==> config.mk <==
export PLATFORM = sky130hd
export DESIGN_NAME = sapf_scale
export DESIGN_NICKNAME = d
export VERILOG_FILES = /design/src/design/sapf_pkg.sv /design/src/design/sapf_scale.sv
export SDC_FILE = /design/constraint.sdc
export NUM_CORES = 2
export LEC_CHECK = 0
export ABC_AREA = 1
export ABC_CLOCK_PERIOD_IN_PS = 9000
export BUFFER_PORTS_ARGS = -buffer_cell sky130_fd_sc_hd__buf_4
export CAP_MARGIN = 20
export CELL_PAD_IN_SITES_DETAIL_PLACEMENT = 1
export CELL_PAD_IN_SITES_GLOBAL_PLACEMENT = 2
export CORE_MARGIN = 2
export CORE_UTILIZATION = 39
export DETAILED_ROUTE_END_ITERATION = 12
export PLACE_DENSITY = 0.88
export SETUP_SLACK_MARGIN = 0.3
export SYNTH_ARGS = -nofsm -noshare
export SYNTH_HDL_FRONTEND = slang
export SYNTH_SLANG_ARGS = --single-unit
==> constraint.sdc <==
create_clock -name vclk -period 9
set_clock_uncertainty 0.2 [all_clocks]
set_input_delay 0.9 -clock vclk [all_inputs]
set_output_delay 0.9 -clock vclk [all_outputs]
set_load 0.01 [all_outputs]
==> src/design/sapf_pkg.sv <==
// ----------------------------------------------------------------------------
// sapf_pkg - shared types and constants of the serial ADC pressure front end
// Item, status and result payloads, configuration register file and indexes.
// ----------------------------------------------------------------------------
package sapf_pkg;

  localparam int CAL_SAMPLES_DEF = 11;
  localparam int ADC_BITS_DEF    = 24;

  localparam int RAW_W      = 24;
  localparam int PRES_W     = 32;
  localparam int CFG_DATA_W = 32;
  localparam int CFG_IDX_W  = 3;
  localparam int TIMER_W    = 20;
  localparam int HALF_W     = 8;

  // Register indexes
  localparam logic [CFG_IDX_W-1:0] REG_SCALE_FRAC     = 3'd0;
  localparam logic [CFG_IDX_W-1:0] REG_OFFSET_MANUAL  = 3'd1;
  localparam logic [CFG_IDX_W-1:0] REG_OFFSET_MODE    = 3'd2;
  localparam logic [CFG_IDX_W-1:0] REG_MIN_LIMIT      = 3'd3;
  localparam logic [CFG_IDX_W-1:0] REG_MAX_LIMIT      = 3'd4;
  localparam logic [CFG_IDX_W-1:0] REG_HALF_BIT_TICKS = 3'd5;
  localparam logic [CFG_IDX_W-1:0] REG_TIMEOUT_TICKS  = 3'd6;

  typedef struct packed {
    logic data_level;
    logic start_read;
  } item_t;

  typedef struct packed {
    logic                    clock_level;
    logic                    busy_res;
    logic                    sample_done;
    logic                    timed_out;
    logic signed [RAW_W-1:0] raw_value;
    logic                    calibrated;
  } status_t;

  typedef struct packed {
    logic                     clock_level;
    logic                     busy_res;
    logic                     sample_done;
    logic                     timed_out;
    logic signed [RAW_W-1:0]  raw_value;
    logic                     calibrated;
    logic signed [PRES_W-1:0] pressure;
  } result_t;

  typedef struct packed {
    logic        [31:0]        scale_frac;
    logic signed [PRES_W-1:0]  offset_manual;
    logic                      offset_mode;
    logic signed [PRES_W-1:0]  min_limit;
    logic signed [PRES_W-1:0]  max_limit;
    logic        [HALF_W-1:0]  half_bit_ticks;
    logic        [TIMER_W-1:0] timeout_ticks;
  } cfg_t;

  localparam cfg_t CFG_RESET = '{
    scale_frac:     32'd20480,
    offset_manual:  32'sd0,
    offset_mode:    1'b0,
    min_limit:      -32'sd2621440,
    max_limit:      32'sd2621440,
    half_bit_ticks: 8'd5,
    timeout_ticks:  20'd200000
  };

endpackage

==> src/design/sapf_scale.sv <==
// ----------------------------------------------------------------------------
// sapf_scale - raw count times scale factor
// Signed sample times unsigned 2^-32 scale, full-width product.
// ----------------------------------------------------------------------------
module sapf_scale #(
  parameter int ADC_BITS = sapf_pkg::ADC_BITS_DEF
) (
  input  logic signed [ADC_BITS-1:0] raw,
  input  logic        [31:0]         scale,
  output logic signed [ADC_BITS+32:0] product
);

  localparam int PROD_W = ADC_BITS + 33;

  assign product = PROD_W'(raw) * PROD_W'($signed({1'b0, scale}));

endmodule

==> impl_metrics.tcl <==
set metrics [dict create \
    status "finished clean" \
    synth_cell_types 31 \
    io_buffers 113 \
    drc 0 \
    synth_area_per_cell_sq_um 7.28 \
    grtUsageTotal 0.252 \
    antenna_found_initial 1 \
    max-slew-margin-rel 0.621 \
    drive_above_1_share 0.0516 \
    wl_per_cell_um 18.5 \
    slew_violations 0 \
    dpl.hpwl_um 73800 \
    path_class "input pin to primary output" \
    std_cell_rows 97 \
    finalCritPeriodShare 0.930 \
    max_freq_mhz 119 \
    required_ns 7.90 \
    ys_warn_count 0 \
    postCtsHoldBufs 0 \
    syn-num-nets 4687 \
    fin_hold_ws_ns 2.27 \
    synth-seq-area-share 0 \
    area_delta_synth_final_pct 5.90 \
    post-route-min-period_ns 8.37 \
    vias 22100 \
    num_io_pins 113 \
    synth.most_common_cell "inv_1" \
    tightest_slew_ns 0.568 \
    first_pass_iters 5 \
    synth.cell_area_sq_mm 0.0273 \
    seq_cells 0 \
    wl_um 86700 \
    synthTopCellsByCount "inv_1, nand2_1, fa_1, ha_1, clkbuf_1" \
    critPathMaxFanout 32 \
    fillers 8871 \
    grt_max_degree 33 \
    cp_data_arrival_time_ns 7.27 \
    antenna_cells 0 \
    worst_slack_ns 0.628 \
    seqCellArea_sq_um 0 \
    tns_ns 0 \
    finalSetupViolCount 0 \
    drtIter0Drc 922 \
    grt_pass1_wl_um 140000 \
    synth_area_leader_cell "fa_1" \
    cp-end-kind "primary output" \
    start_util 0.392 \
    grt_pass1_vias 24800 \
    finalHoldViolCount 0 \
    yosys.area.top_type_share 0.482 \
    maxCapViolCount 0 \
    gp_congestion 0.917 \
    chipWidth_um 269 \
    startpoint "raw[10]" \
    viasPerCell 4.73 \
    ys_top_cells_by_area "fa_1, inv_1, nand2_1" \
    place_ws_ns 0.468 \
    ant_nets 0 \
    clockBufferCount 0 \
    nNetsFinal 4677 \
    synthCells 3755 \
    rsz0062_at_grt "no" \
    hold_start "raw[0]" \
    crit_path_start_kind "input pin" \
    coreArea_sq_mm 0.0697 \
    die_h_um 269 \
    grt.overflow.total 0 \
    dieArea_sq_mm 0.0722 \
    hold_class "input pin to primary output" \
]
-- cell families after synthesis --
logic type,count (synthesis),share of synthesized area
buffers and inverters,1417,0.195
and+or+nand+nor,1379,0.203
adders and majority gates,876,0.582
AOI/OAI and AO/OA,49,0.00989
xor gates and xnor gates,34,0.0109
-- metal layers --
layer	GRT usage	share of wire
met5	0	0.00015
met3	0.0174	0.037
met1	0.353	0.46
met2	0.433	0.49
met4	0.0486	0.021
-- cell usage in the layout, fill, tap and decap left out, types with 4 or more instances in the layout --
master | synthesis | layout
nand2_2 | 15 | 15
o21bai_1 | 7 | 7
nor2_1 | 85 | 85
a21oi_1 | 35 | 35
inv_2 | 5 | 5
nand4_1 | 12 | 12
xnor2_1 | 5 | 5
nand3_2 | 7 | 7
nor2_2 | 16 | 16
xor2_1 | 29 | 29
nor3_1 | 8 | 8
fa_1 | 658 | 658
nand2_1 | 1151 | 1151
nand3_1 | 52 | 52
inv_1 | 1276 | 1275
ha_1 | 218 | 218
nor2_4 | 4 | 4
or2_2 | 15 | 15
buf_4 | 0 | 123
-- metrics by stage --
stage                     cells  utilization  instance area [sq um]
after floorplan            3755            -                  27300
after detailed placement   4681        0.415                  28900
after global routing       4683        0.415                  28900
final                      4683        0.415                  28900
after CTS                  4681        0.415                  28900
after global placement     4681        0.415                  28900
-- area by class of cell --
class	count	area, sq um	share of cell area
multi-input cells	2338	22000	0.760
repair buffers	124	943	0.0326
inverters	1281	4810	0.166
well taps	940	1180	0.0406
-- worst max-delay path, stage by stage --
cell and delay (ns):
buf_4 0.36, nand2_1 0.14, fa_1 0.52, fa_1 0.56
inv_1 0.06, fa_1 0.51, inv_1 0.06, fa_1 0.54
inv_1 0.07, fa_1 0.46, fa_1 0.52, inv_1 0.06
fa_1 0.52, inv_1 0.06, ha_1 0.39, nand2_1 0.12
nor2_1 0.23, nand2_1 0.13, nor2_1 0.10, nand2_1 0.06
nand3_1 0.22, xor2_1 0.40, buf_4 0.20
-- final timing paths --
check,to,slack [ns],cells after the start
worst max-delay path,product[25],0.63,23
worst min-delay path,product[0],2.27,5
-- repair_timing --
item | in CTS | in global routing
endpoints found under the setup margin | 0 | 1
buffers inserted | 0 | 2
resized for setup | 0 | 1
Power is left out: the tool's default activity adds up to more than one toggle a clock period on the data nets, which glitch-free logic cannot reach.
