--- src/design/sapf_pkg.sv ---
// ----------------------------------------------------------------------------
// sapf_pkg - shared types and constants of the serial ADC pressure front end
// Item, status and result payloads, configuration register file and indexes.
// ----------------------------------------------------------------------------
package sapf_pkg;

  localparam int CAL_SAMPLES_DEF = 11;
  localparam int ADC_BITS_DEF    = 24;

  localparam int RAW_W      = 24;
  localparam int PRES_W     = 32;
  localparam int CFG_DATA_W = 32;
  localparam int CFG_IDX_W  = 3;
  localparam int TIMER_W    = 20;
  localparam int HALF_W     = 8;

  // Register indexes
  localparam logic [CFG_IDX_W-1:0] REG_SCALE_FRAC     = 3'd0;
  localparam logic [CFG_IDX_W-1:0] REG_OFFSET_MANUAL  = 3'd1;
  localparam logic [CFG_IDX_W-1:0] REG_OFFSET_MODE    = 3'd2;
  localparam logic [CFG_IDX_W-1:0] REG_MIN_LIMIT      = 3'd3;
  localparam logic [CFG_IDX_W-1:0] REG_MAX_LIMIT      = 3'd4;
  localparam logic [CFG_IDX_W-1:0] REG_HALF_BIT_TICKS = 3'd5;
  localparam logic [CFG_IDX_W-1:0] REG_TIMEOUT_TICKS  = 3'd6;

  typedef struct packed {
    logic data_level;
    logic start_read;
  } item_t;

  typedef struct packed {
    logic                    clock_level;
    logic                    busy_res;
    logic                    sample_done;
    logic                    timed_out;
    logic signed [RAW_W-1:0] raw_value;
    logic                    calibrated;
  } status_t;

  typedef struct packed {
    logic                     clock_level;
    logic                     busy_res;
    logic                     sample_done;
    logic                     timed_out;
    logic signed [RAW_W-1:0]  raw_value;
    logic                     calibrated;
    logic signed [PRES_W-1:0] pressure;
  } result_t;

  typedef struct packed {
    logic        [31:0]        scale_frac;
    logic signed [PRES_W-1:0]  offset_manual;
    logic                      offset_mode;
    logic signed [PRES_W-1:0]  min_limit;
    logic signed [PRES_W-1:0]  max_limit;
    logic        [HALF_W-1:0]  half_bit_ticks;
    logic        [TIMER_W-1:0] timeout_ticks;
  } cfg_t;

  localparam cfg_t CFG_RESET = '{
    scale_frac:     32'd20480,
    offset_manual:  32'sd0,
    offset_mode:    1'b0,
    min_limit:      -32'sd2621440,
    max_limit:      32'sd2621440,
    half_bit_ticks: 8'd5,
    timeout_ticks:  20'd200000
  };

endpackage

--- src/design/sapf_sat.sv ---
// ----------------------------------------------------------------------------
// sapf_sat - signed saturation to 32 bits
// Clip a signed value of any width to the 32-bit two's complement range.
// ----------------------------------------------------------------------------
module sapf_sat #(
  parameter int W = 33
) (
  input  logic signed [W-1:0]                value,
  output logic signed [sapf_pkg::PRES_W-1:0] sat
);

  localparam int PW = sapf_pkg::PRES_W;
  localparam int EW = (W > PW) ? W : PW;
  localparam logic signed [PW-1:0] MAX32 = 32'sh7FFF_FFFF;
  localparam logic signed [PW-1:0] MIN32 = 32'sh8000_0000;

  logic signed [EW-1:0] ext;

  assign ext = EW'(value);

  always_comb begin
    if (ext > EW'(MAX32)) begin
      sat = MAX32;
    end else if (ext < EW'(MIN32)) begin
      sat = MIN32;
    end else begin
      sat = PW'(ext);
    end
  end

endmodule

--- config.mk ---
export PLATFORM = sky130hd
export DESIGN_NAME = sapf_sat
export DESIGN_NICKNAME = d
export VERILOG_FILES = /design/src/design/sapf_pkg.sv /design/src/design/sapf_sat.sv
export SDC_FILE = /design/constraint.sdc
export NUM_CORES = 1
export LEC_CHECK = 0
export ABC_AREA = 1
export BUFFER_PORTS_ARGS = -buffer_cell sky130_fd_sc_hd__buf_4
export CELL_PAD_IN_SITES_DETAIL_PLACEMENT = 1
export CELL_PAD_IN_SITES_GLOBAL_PLACEMENT = 1
export CORE_ASPECT_RATIO = 1.75
export CORE_UTILIZATION = 11
export DETAILED_ROUTE_END_ITERATION = 8
export PLACE_DENSITY_LB_ADDON = 0.08
export SYNTH_ARGS = -nofsm -noshare
export SYNTH_HDL_FRONTEND = slang
export SYNTH_SLANG_ARGS = --single-unit
--- constraint.sdc ---
create_clock -name vclk -period 0.8
set_input_delay 0.04 -clock vclk [all_inputs]
set_output_delay 0.04 -clock vclk [all_outputs]
set_load 0.03 [all_outputs]
==> results.json <==
{
  "grt_setup_unrepaired": "yes",
  "grt_overflow": 0,
  "hold_viol_final": 0,
  "worst_slack_ns": 0.0171,
  "start_util": 0.117,
  "place_inst": 161,
  "final_design_area_no_fill_sq_um": 837,
  "arrival_ns": 0.74,
  "fmax_mhz": 1280,
  "synth_common_cells": "64 x nand2_1, 5 x buf_4, 2 x inv_1",
  "die_height_um": 70.4,
  "grt_usage": 0.114,
  "synth_adder_area_share": 0,
  "core_sq_mm": 0.00252,
  "holdPathStages": 2,
  "hp-start": "value[32]",
  "hp-class": "primary input to output port",
  "vias_per_cell": 4.13,
  "ys_types": 5,
  "area_growth_pct": 185,
  "post_drt_wl_per_cell_um": 10.8,
  "synth_xor_area_frac": 0,
  "clkbuf_count": 0,
  "gp_congestion": 0.666,
  "period_needed_ns": 0.783,
  "status": "finished clean",
  "syn-num-nets": 106,
  "synth_top_family_by_area": "simple AND/OR/NAND/NOR gates",
  "wl_mm": 1.76,
  "slew_headroom": 0.916,
  "power.static_leakage_uw": 0.000576,
  "power_uw": 780,
  "fin_util": 0.332,
  "synth_compound_area_frac": 0,
  "peakVddDrop_mv": 0.240,
  "synth.cell_area_sq_um": 294,
  "die_w_um": 41.1,
  "dieArea_sq_mm": 0.00289,
  "final_nets": 172,
  "n_antenna_cell": 0,
  "finalSetupViolCount": 0,
  "hold_end": "sat[31]",
  "yosysTopAreaCell": "nand2_1",
  "synthMuxAreaShare": 0,
  "post-place-ws_ns": 0.00652,
  "pwr_density_cell_mw_per_mm2": 932,
  "postSynthCellCount": 73,
  "drive_above_1_share": 0.533,
  "cpPeakStageDelay_ns": 0.17,
  "worstPathCellList": "buf_4 > inv_1 > nand2_2 > buf_2 > nand2_1 > nand2_1 > buf_4",
  "grt_first_pass_wirelength_mm": 2.51,
  "max_cap_violations": 0,
  "syn_area_per_cell_sq_um": 4.03,
  "fin_cells": 163,
  "tightest_slew_ns": 0.126,
  "yosys.cell_count.top_type": "nand2_1",
  "num_io_pins": 65,
  "via_count": 673,
  "synthTopCellsByArea": "nand2_1 82%, buf_4 13%, inv_1 2.6%, buf_2 1.7%, clkbuf_1 1.3%",
  "nFillCells": 361,
  "synth-seq-area-share": 0,
  "antenna_found_initial": 0,
  "critical_path_class": "primary input to output port",
  "std_cell_rows": 24,
  "drcViolationCount": 0,
  "seq_cells": 0,
  "synth_top_area_share": 0.817,
  "finalCritPeriodShare": 0.979,
  "end_kind": "output port",
  "grt_pass1_vias": 597,
  "grt_max_degree": 18,
  "cp_max_fo": 7,
  "synthSimpleGateAreaFrac": 0.817,
  "drt_first_iter_violations": 7,
  "crit_path_top_delay_cell": "buf_2",
  "place_area_sq_um": 811,
  "yosys_warnings": 0,
  "drtAntennaViolNets": 0,
  "startpoint_type": "primary input",
  "drt_pre_antenna_iters": 4,
  "dpl.hpwl_mm": 1.42,
  "seq_area_sq_um": 0,
  "cp.required_ns": 0.76,
  "slew_violations": 0,
  "place.port_buffers": 65
}
==> metal layers <==
metal	track usage	vias up	routed length, um
met4	0	0	0
met3	0.00635	0	142
met5	0	-	0
met1	0.0988	301	516
met2	0.247	34	1100
li1	-	338	-
==> area by class of cell <==
type / instances / area [sq um] / area share
inverter: 2 / 7.51 / 0.00897
multi-input combinational: 64 / 245 / 0.293
tap: 26 / 32.5 / 0.0389
timing repair buffer: 71 / 552 / 0.659
==> logic make-up (layout without fill, tap and decap cells) <==
| kind of cell | Yosys count | count (layout) |
|---|---|---|
| AND/OR/NAND/NOR | 64 | 64 |
| buffers and inverters | 9 | 73 |
==> worst max-delay path by stage <==
stage                         end  depth (start not counted)  startpoint
after floorplan           sat[10]                          5   value[31]
after global placement    sat[12]                          6   value[32]
after detailed placement  sat[14]                          6   value[32]
after CTS                 sat[14]                          6   value[32]
after global routing      sat[28]                          7   value[31]
final                     sat[14]                          7   value[31]
==> cells in the final DEF, fill, tap and decap left out, drive strengths merged <==
cell type  count
buf           71
inv            2
nand2         64
==> report_power, final <==
group | switching [uW] | leakage (uW) | internal, uW
sequential | 0 | 0 | 0
clock | 0 | 0 | 0
combinational | 446 | 0.000576 | 334
==> per-stage QoR <==
stage	setup TNS, ns	hold slack [ns]
after floorplan	0	0.265
after global placement	0	0.320
after detailed placement	0	0.322
after CTS	0	0.322
after global routing	-0.763	0.344
final	0	0.334
==> timing repair <==
action,4_1_cts,5_1_grt
hold buffers,0,0
setup endpoints to repair,0,31
gates resized for setup,0,5
setup buffers,0,0
==> worst max-delay path: cells and delay by family <==
| kind | cells | cell delay [ns] |
|---|---|---|
| buffers and inverters | 4 | 0.53 |
| and+or+nand+nor | 3 | 0.18 |
Power figures use the tool's default switching activity.
