### config.mk
export PLATFORM = sky130hd
export DESIGN_NAME = sapf_ctrl
export DESIGN_NICKNAME = d
export VERILOG_FILES = /design/src/design/sapf_pkg.sv /design/src/design/sapf_ctrl.sv
export SDC_FILE = /design/constraint.sdc
export NUM_CORES = 1
export LEC_CHECK = 0
export BUFFER_PORTS_ARGS = -buffer_cell sky130_fd_sc_hd__buf_2
export CAP_MARGIN = 0
export CELL_PAD_IN_SITES_DETAIL_PLACEMENT = 2
export CELL_PAD_IN_SITES_GLOBAL_PLACEMENT = 2
export CORE_MARGIN = 4
export CORE_UTILIZATION = 30
export CTS_CLUSTER_SIZE = 24
export DETAILED_ROUTE_END_ITERATION = 10
export HOLD_SLACK_MARGIN = 0.15
export MAX_ROUTING_LAYER = met4
export PLACE_DENSITY = 0.76
export RECOVER_POWER = 100
export SYNTH_ARGS = -nofsm -noshare
export SYNTH_HDL_FRONTEND = slang
export SYNTH_SLANG_ARGS = --single-unit
export TNS_END_PERCENT = 20
### constraint.sdc
create_clock -name clk -period 10.4 [get_ports clk]
set_input_delay 1.56 -clock clk [delete_from_list [all_inputs] [get_ports clk]]
set_output_delay 1.56 -clock clk [all_outputs]
set_load 0.01 [all_outputs]
### src/design/sapf_pkg.sv
// ----------------------------------------------------------------------------
// sapf_pkg - shared types and constants of the serial ADC pressure front end
// Item, status and result payloads, configuration register file and indexes.
// ----------------------------------------------------------------------------
package sapf_pkg;

  localparam int CAL_SAMPLES_DEF = 11;
  localparam int ADC_BITS_DEF    = 24;

  localparam int RAW_W      = 24;
  localparam int PRES_W     = 32;
  localparam int CFG_DATA_W = 32;
  localparam int CFG_IDX_W  = 3;
  localparam int TIMER_W    = 20;
  localparam int HALF_W     = 8;

  // Register indexes
  localparam logic [CFG_IDX_W-1:0] REG_SCALE_FRAC     = 3'd0;
  localparam logic [CFG_IDX_W-1:0] REG_OFFSET_MANUAL  = 3'd1;
  localparam logic [CFG_IDX_W-1:0] REG_OFFSET_MODE    = 3'd2;
  localparam logic [CFG_IDX_W-1:0] REG_MIN_LIMIT      = 3'd3;
  localparam logic [CFG_IDX_W-1:0] REG_MAX_LIMIT      = 3'd4;
  localparam logic [CFG_IDX_W-1:0] REG_HALF_BIT_TICKS = 3'd5;
  localparam logic [CFG_IDX_W-1:0] REG_TIMEOUT_TICKS  = 3'd6;

  typedef struct packed {
    logic data_level;
    logic start_read;
  } item_t;

  typedef struct packed {
    logic                    clock_level;
    logic                    busy_res;
    logic                    sample_done;
    logic                    timed_out;
    logic signed [RAW_W-1:0] raw_value;
    logic                    calibrated;
  } status_t;

  typedef struct packed {
    logic                     clock_level;
    logic                     busy_res;
    logic                     sample_done;
    logic                     timed_out;
    logic signed [RAW_W-1:0]  raw_value;
    logic                     calibrated;
    logic signed [PRES_W-1:0] pressure;
  } result_t;

  typedef struct packed {
    logic        [31:0]        scale_frac;
    logic signed [PRES_W-1:0]  offset_manual;
    logic                      offset_mode;
    logic signed [PRES_W-1:0]  min_limit;
    logic signed [PRES_W-1:0]  max_limit;
    logic        [HALF_W-1:0]  half_bit_ticks;
    logic        [TIMER_W-1:0] timeout_ticks;
  } cfg_t;

  localparam cfg_t CFG_RESET = '{
    scale_frac:     32'd20480,
    offset_manual:  32'sd0,
    offset_mode:    1'b0,
    min_limit:      -32'sd2621440,
    max_limit:      32'sd2621440,
    half_bit_ticks: 8'd5,
    timeout_ticks:  20'd200000
  };

endpackage

### src/design/sapf_ctrl.sv
// ----------------------------------------------------------------------------
// sapf_ctrl - serial read sequencer and calibration store
// Drives the serial clock, shifts in the sample and keeps a sorted store of
// the first reads so that the median of a full store is at a fixed slot.
// ----------------------------------------------------------------------------
module sapf_ctrl #(
  parameter int ADC_BITS    = sapf_pkg::ADC_BITS_DEF,
  parameter int CAL_SAMPLES = sapf_pkg::CAL_SAMPLES_DEF
) (
  input  logic                       clk,
  input  logic                       rst,
  input  logic                       step,
  input  sapf_pkg::item_t            item,
  input  sapf_pkg::cfg_t             cfg,
  output sapf_pkg::status_t          status,
  output logic signed [ADC_BITS-1:0] cached_next,
  output logic signed [ADC_BITS-1:0] median,
  output logic                       cal_final
);

  localparam int TW   = sapf_pkg::TIMER_W;
  localparam int TW1  = TW + 1;
  localparam int RW   = sapf_pkg::RAW_W;
  localparam int BC_W = $clog2(ADC_BITS + 1);
  localparam int CN_W = $clog2(CAL_SAMPLES + 1);
  localparam int MID  = CAL_SAMPLES / 2;

  localparam logic [2:0] PH_IDLE  = 3'd0;
  localparam logic [2:0] PH_WAIT  = 3'd1;
  localparam logic [2:0] PH_HIGH  = 3'd2;
  localparam logic [2:0] PH_LOW   = 3'd3;
  localparam logic [2:0] PH_XHIGH = 3'd4;

  logic [2:0]                 phase, phase_next;
  logic [BC_W-1:0]            bit_count, bit_count_next;
  logic [TW-1:0]              tick_timer, tick_timer_next, timer_inc;
  logic [ADC_BITS-1:0]        shift_word, shift_word_next;
  logic signed [ADC_BITS-1:0] last_valid, last_valid_next;
  logic signed [ADC_BITS-1:0] cached_raw;
  logic                       sclk, sclk_next;
  logic [CN_W-1:0]            cal_count, cal_count_next;
  logic signed [ADC_BITS-1:0] cal_sorted [CAL_SAMPLES];
  logic signed [ADC_BITS-1:0] sorted_next [CAL_SAMPLES];
  logic signed [ADC_BITS-1:0] sorted_prev [CAL_SAMPLES];
  logic [CAL_SAMPLES-1:0]     above, above_prev;

  logic                       half_over, done, tmo, push;
  logic signed [ADC_BITS-1:0] push_val;

  assign timer_inc = tick_timer + TW'(1);
  assign half_over = ({1'b0, tick_timer} + TW1'(1)) >= TW1'(cfg.half_bit_ticks);

  always_comb begin
    phase_next      = phase;
    bit_count_next  = bit_count;
    tick_timer_next = tick_timer;
    shift_word_next = shift_word;
    last_valid_next = last_valid;
    cached_next     = cached_raw;
    sclk_next       = sclk;
    done            = 1'b0;
    tmo             = 1'b0;
    case (phase)
      PH_IDLE: begin
        if (item.start_read) begin
          phase_next      = PH_WAIT;
          tick_timer_next = '0;
        end
      end
      PH_WAIT: begin
        if (!item.data_level) begin
          phase_next      = PH_HIGH;
          sclk_next       = 1'b1;
          tick_timer_next = '0;
          bit_count_next  = '0;
          shift_word_next = '0;
        end else if (tick_timer >= cfg.timeout_ticks) begin
          phase_next      = PH_IDLE;
          tmo             = 1'b1;
          tick_timer_next = '0;
        end else begin
          tick_timer_next = timer_inc;
        end
      end
      PH_HIGH: begin
        if (half_over) begin
          // sample on the falling edge
          shift_word_next = {shift_word[ADC_BITS-2:0], item.data_level};
          bit_count_next  = bit_count + BC_W'(1);
          sclk_next       = 1'b0;
          phase_next      = PH_LOW;
          tick_timer_next = '0;
        end else begin
          tick_timer_next = timer_inc;
        end
      end
      PH_LOW: begin
        if (half_over) begin
          sclk_next       = 1'b1;
          tick_timer_next = '0;
          phase_next      = (bit_count < BC_W'(ADC_BITS)) ? PH_HIGH : PH_XHIGH;
        end else begin
          tick_timer_next = timer_inc;
        end
      end
      default: begin
        // extra pulse high; end of read on its fall
        if (half_over) begin
          sclk_next       = 1'b0;
          phase_next      = PH_IDLE;
          tick_timer_next = '0;
          done            = 1'b1;
          last_valid_next = $signed(shift_word);
          cached_next     = $signed(shift_word);
        end else begin
          tick_timer_next = timer_inc;
        end
      end
    endcase
  end

  // Sorted insertion: entries above the new value move up one slot
  assign push_val       = tmo ? last_valid : $signed(shift_word);
  assign push           = (done || tmo) && (cal_count < CN_W'(CAL_SAMPLES));
  assign cal_count_next = cal_count + CN_W'(push);

  always_comb begin
    above_prev     = '0;
    sorted_prev[0] = push_val;
    for (int i = 0; i < CAL_SAMPLES; i++) begin
      above[i] = (CN_W'(i) < cal_count) && (cal_sorted[i] > push_val);
    end
    for (int i = 1; i < CAL_SAMPLES; i++) begin
      above_prev[i]  = above[i-1];
      sorted_prev[i] = cal_sorted[i-1];
    end
    for (int i = 0; i < CAL_SAMPLES; i++) begin
      if (above_prev[i]) begin
        sorted_next[i] = sorted_prev[i];
      end else if (above[i] || (CN_W'(i) == cal_count)) begin
        sorted_next[i] = push_val;
      end else begin
        sorted_next[i] = cal_sorted[i];
      end
    end
  end

  always_ff @(posedge clk) begin
    if (rst) begin
      phase      <= PH_IDLE;
      bit_count  <= '0;
      tick_timer <= '0;
      shift_word <= '0;
      last_valid <= '0;
      cached_raw <= '0;
      sclk       <= 1'b0;
      cal_count  <= '0;
    end else if (step) begin
      phase      <= phase_next;
      bit_count  <= bit_count_next;
      tick_timer <= tick_timer_next;
      shift_word <= shift_word_next;
      last_valid <= last_valid_next;
      cached_raw <= cached_next;
      sclk       <= sclk_next;
      cal_count  <= cal_count_next;
    end
  end

  always_ff @(posedge clk) begin
    if (step && push) begin
      cal_sorted <= sorted_next;
    end
  end

  assign median    = sorted_next[MID];
  assign cal_final = push && (cal_count_next == CN_W'(CAL_SAMPLES));

  assign status.clock_level = sclk_next;
  assign status.busy_res    = (phase_next != PH_IDLE);
  assign status.sample_done = done;
  assign status.timed_out   = tmo;
  assign status.raw_value   = RW'(last_valid_next);
  assign status.calibrated  = (cal_count_next >= CN_W'(CAL_SAMPLES));

endmodule

==> summary.txt <==
Pwr
  – Leak pwr: 6.984 nW
  – Power Density: 124.3 nW/um^2
  – Peak VDD IR: 0.1242 mV
  – Int Power: 1.721 mW
  – Clk pwr share: 47.9%
  – Comb pwr share: 5.0%
  – P_sw: 517.8 uW
  – Sequential Power Share: 47.1%
  – Sw Ratio: 23.13%

STA
  – Total negative slack: 0 ns
  – Final Max Tran Viols: 85
  – Worst-case clock skew: 0.01127 ns
  – Worst-Margin Slew: between 3 and 4 ns
  – Final Hold Viols: 0
  – Maximum clock rate: 103.6 MHz
  – Number of setup violations in the final report: 0
  – Final worst-path cycle share: 92.83%
  – Relative slew slack: -109.5%
  – Min Tclk post-route: 9.654 ns
  – RSZ-0062 raised after global routing: no
  – Worst setup margin: 0.7462 ns

Yosys
  – Share of synthesized flip-flops with an asynchronous set or reset: 0%
  – Syn nets: 1,959
  – EDFF count, synth: 144
  – Synthesized area: between 15,000 and 20,000 um^2
  – Mapped Cells: roughly 1,600
  – Main flop type after synthesis: edfxtp_1
  – Register bit count reported by yosys: 249
  – Syn avg cell area: 9.884 um^2
  – Library cells used by synthesis: between 60 and 70
  – Yosys warns: 0
  – Sequential area share after synthesis: 39.81%

Clocking
  – Clk Tree Root Cell: clkbuf_16
  – Worst skew pair latency: ~0.58 ns
  – Post-CTS setup buffer count: 0
  – Max Root-Sink Buffers: 3
  – H-tree depth: 1
  – CTS tree: yes
  – TritonCTS buffer count: 31
  – CTS sink count: between 200 and 250
  – Clk slew on worst S/H paths: 0.06 ns
  – Post-cts sizing count: 0
  – CTS Hold Bufs: 0

Final layout
  – Syn-to-layout area delta: 11.55%
  – Fill count: 5,814
  – Post-layout utilization of the core: ~34%
  – Fin cells: around 2,400
  – Commonest cells after routing, fill and taps aside: nor2_1, ha_1, edfxtp_1
  – Ratio of cells with drive above 1 in the final layout: 10.80%
  – Commonest non-fill, non-tap cell in the layout: nor2_1
  – # nets final: 2,035

Setup path
  – Crit. End Element: output pin
  – CP peak stage delay: 0.87 ns
  – Cells along the critical path: buf_2, inv_1, ha_1, nand4_1, or4_1, o211ai_1, o21ai_4, inv_1, buf_4, nand2_1, nand2_1, inv_1, ha_1, nand4_1, nor2_1, and3_1, nand2_1, o41a_1, and3_1, or2_0, buf_4, o31ai_1, clkbuf_1
  – Critical Path AT: 8.09 ns
  – CP Max Fanout: 26
  – Critical Path RT: about 9 ns
  – CP delay by family, top: simple AND/OR/NAND/NOR gates
  – Crit-path slowest cell: o211ai_1
  – CP Launch Type: input pin
  – CP Class: in2out
  – Buffers plus inverters on the worst setup path: 7

Routing
  – Final ANT Viol Nets: 0
  – Via count: 12,840
  – DRC: 0
  – DR WL/cell: 20.98 um
  – Router iterations before antenna repair: 5
  – Via density: 5.302
  – DR iter-0 viols: 443
  – Post-Route WL: 50,800 um

Die
  – Initial core utilization: 30.53%
  – DIE WIDTH: 240.0 um
  – Die area: around 58,000 um^2
  – Core area: 52,870 um^2
  – Die H: 240.0 um
  – FP Rows: 84
  – IO Pins: 240

Global routing
  – Global Route Usage Sum: between 10% and 20%
  – First-pass GRT wire length: 80,270 um
  – Initial antenna violation count: 1
  – GRT overflow: 0
  – Pin count of the biggest net entering global routing: 78
  – Vias in the first global route: approximately 14,000

Placement
  – Port Buffers: 110
  – DP Worst Slack: 0.8022 ns
  – HPWL after DPL: 38,840 um
  – Placed cell count: ~2,400
  – GP Congestion: 0.8197

Run
  – Maximum Capacitance Violations: 2

Worst hold path
  – Hold crit path type: reg2reg

Run status
  – Status: complete, but fails checks
  – Violated checks: capacitance limit, slew limit
cell type report:
class	count	area, um^2	share of cell area (%)
Sequential cell	249	6426	35.69
Multi-Input combinational cell	1203	8752	48.61
Clock buffer	46	892.1	4.955
Antenna cell	2	5.005	0.02780
Timing Repair Buffer	155	709.4	3.940
Inverter	69	259.0	1.438
Clock inverter	10	100.1	0.5559
Tap cell	688	860.8	4.781
metal layers:
| layer | part of all wire, % | routed length, um | vias up | GRT usage, % |
|---|---|---|---|---|
| li1 | - | - | 6130 | - |
| met1 | 46 | 23500 | 6491 | 22.85 |
| met2 | 49 | 24780 | 168 | 30.60 |
| met3 | 3.2 | 1617 | 52 | 2.214 |
| met4 | 1.8 | 903 | 0 | 3.078 |
| met5 | 0 | 0 | - | - |
state kept, by name, indices dropped and copies added (netlist names):
| register | count |
|---|---|
| cal_sorted | 144 |
| cached_raw | 24 |
| last_valid | 24 |
| shift_word | 24 |
| tick_timer | 20 |
| bit_count | 5 |
| cal_count | 4 |
| phase | 3 |
| sclk | 1 |
per-stage QoR:
stage / instance area, um^2 / hold slack [ns] / power, mW
CTS: 18360 / 0.4878 / 2.275
global placement: 17370 / 0.4656 / 1.187
floorplan: 16140 / 0.4576 / 1.149
global route: 18000 / 0.5112 / 2.319
detailed placement: 17370 / 0.4798 / 1.195
finish: 18000 / 0.4814 / 2.238
worst register-to-register path: cells and delay by family, from the launching register on:
| kind | cells | cell delay (ns) |
|---|---|---|
| compound gates | 8 | 2.41 |
| flops | 1 | 0.40 |
| fa+ha+maj | 3 | 0.83 |
| simple gates | 6 | 1.42 |
| mux | 1 | 0.18 |
| buf+inv | 5 | 2.68 |
cell usage after synthesis (all sizes together), types with 7 or more instances:
cell | n | area (um^2)
ha | 164 | 2052
nor2b | 20 | 125.1
nor2 | 171 | 641.9
mux2i | 34 | 352.8
mux2 | 148 | 1730
dfxtp | 105 | 2102
or3 | 13 | 81.33
xnor2 | 19 | 166.4
and3 | 18 | 112.6
o21a | 14 | 105.1
o21ai | 69 | 356.6
a31oi | 9 | 56.30
a311oi | 15 | 131.4
a211oi | 7 | 57.55
edfxtp | 144 | 4324
o31ai | 27 | 307.8
clkbuf | 65 | 244.0
nand3 | 27 | 135.1
nor3 | 87 | 435.4
inv | 69 | 259.0
nand2b | 12 | 75.07
buf | 47 | 330.3
a21o | 24 | 180.2
nand4 | 37 | 237.7
a21oi | 94 | 470.5
nand2 | 122 | 457.9
cell families (layout without fill, tap and decap cells):
family          count (synthesis)  in the layout  synth area share (%)
simple gates                  533            533                 15.48
compound gates                297            297                 12.43
flops                         249            249                 39.81
mux                           182            182                 12.91
buf+inv                       181            280                 5.163
fa+ha+maj                     166            166                 12.84
xor+xnor                       25             25                 1.357
other cells                     0              2                     0
power groups by stage:
| stage | registers [mW] | clock network (mW) | logic [mW] |
|---|---|---|---|
| floorplan | 1.07 | 0 | 0.0784 |
| global placement | 1.07 | 0 | 0.113 |
| detailed placement | 1.08 | 0 | 0.119 |
| CTS | 1.05 | 1.10 | 0.120 |
| global route | 1.06 | 1.14 | 0.126 |
| finish | 1.05 | 1.07 | 0.112 |
final timing paths:
| check | startpoint | end | slack (ns) | cells after the start |
|---|---|---|---|---|
| hold / removal | cached_raw[17] | cached_raw[17] | 0.48 | 2 |
| setup reg to reg | tick_timer[17] | cal_sorted[213] | 2.10 | 23 |
| hold reg to reg | cached_raw[17] | cached_raw[17] | 0.48 | 2 |
| setup / recovery | cfg[17] | median[14] | 0.75 | 23 |
No activity file was read; power rests on OpenSTA's default activity.
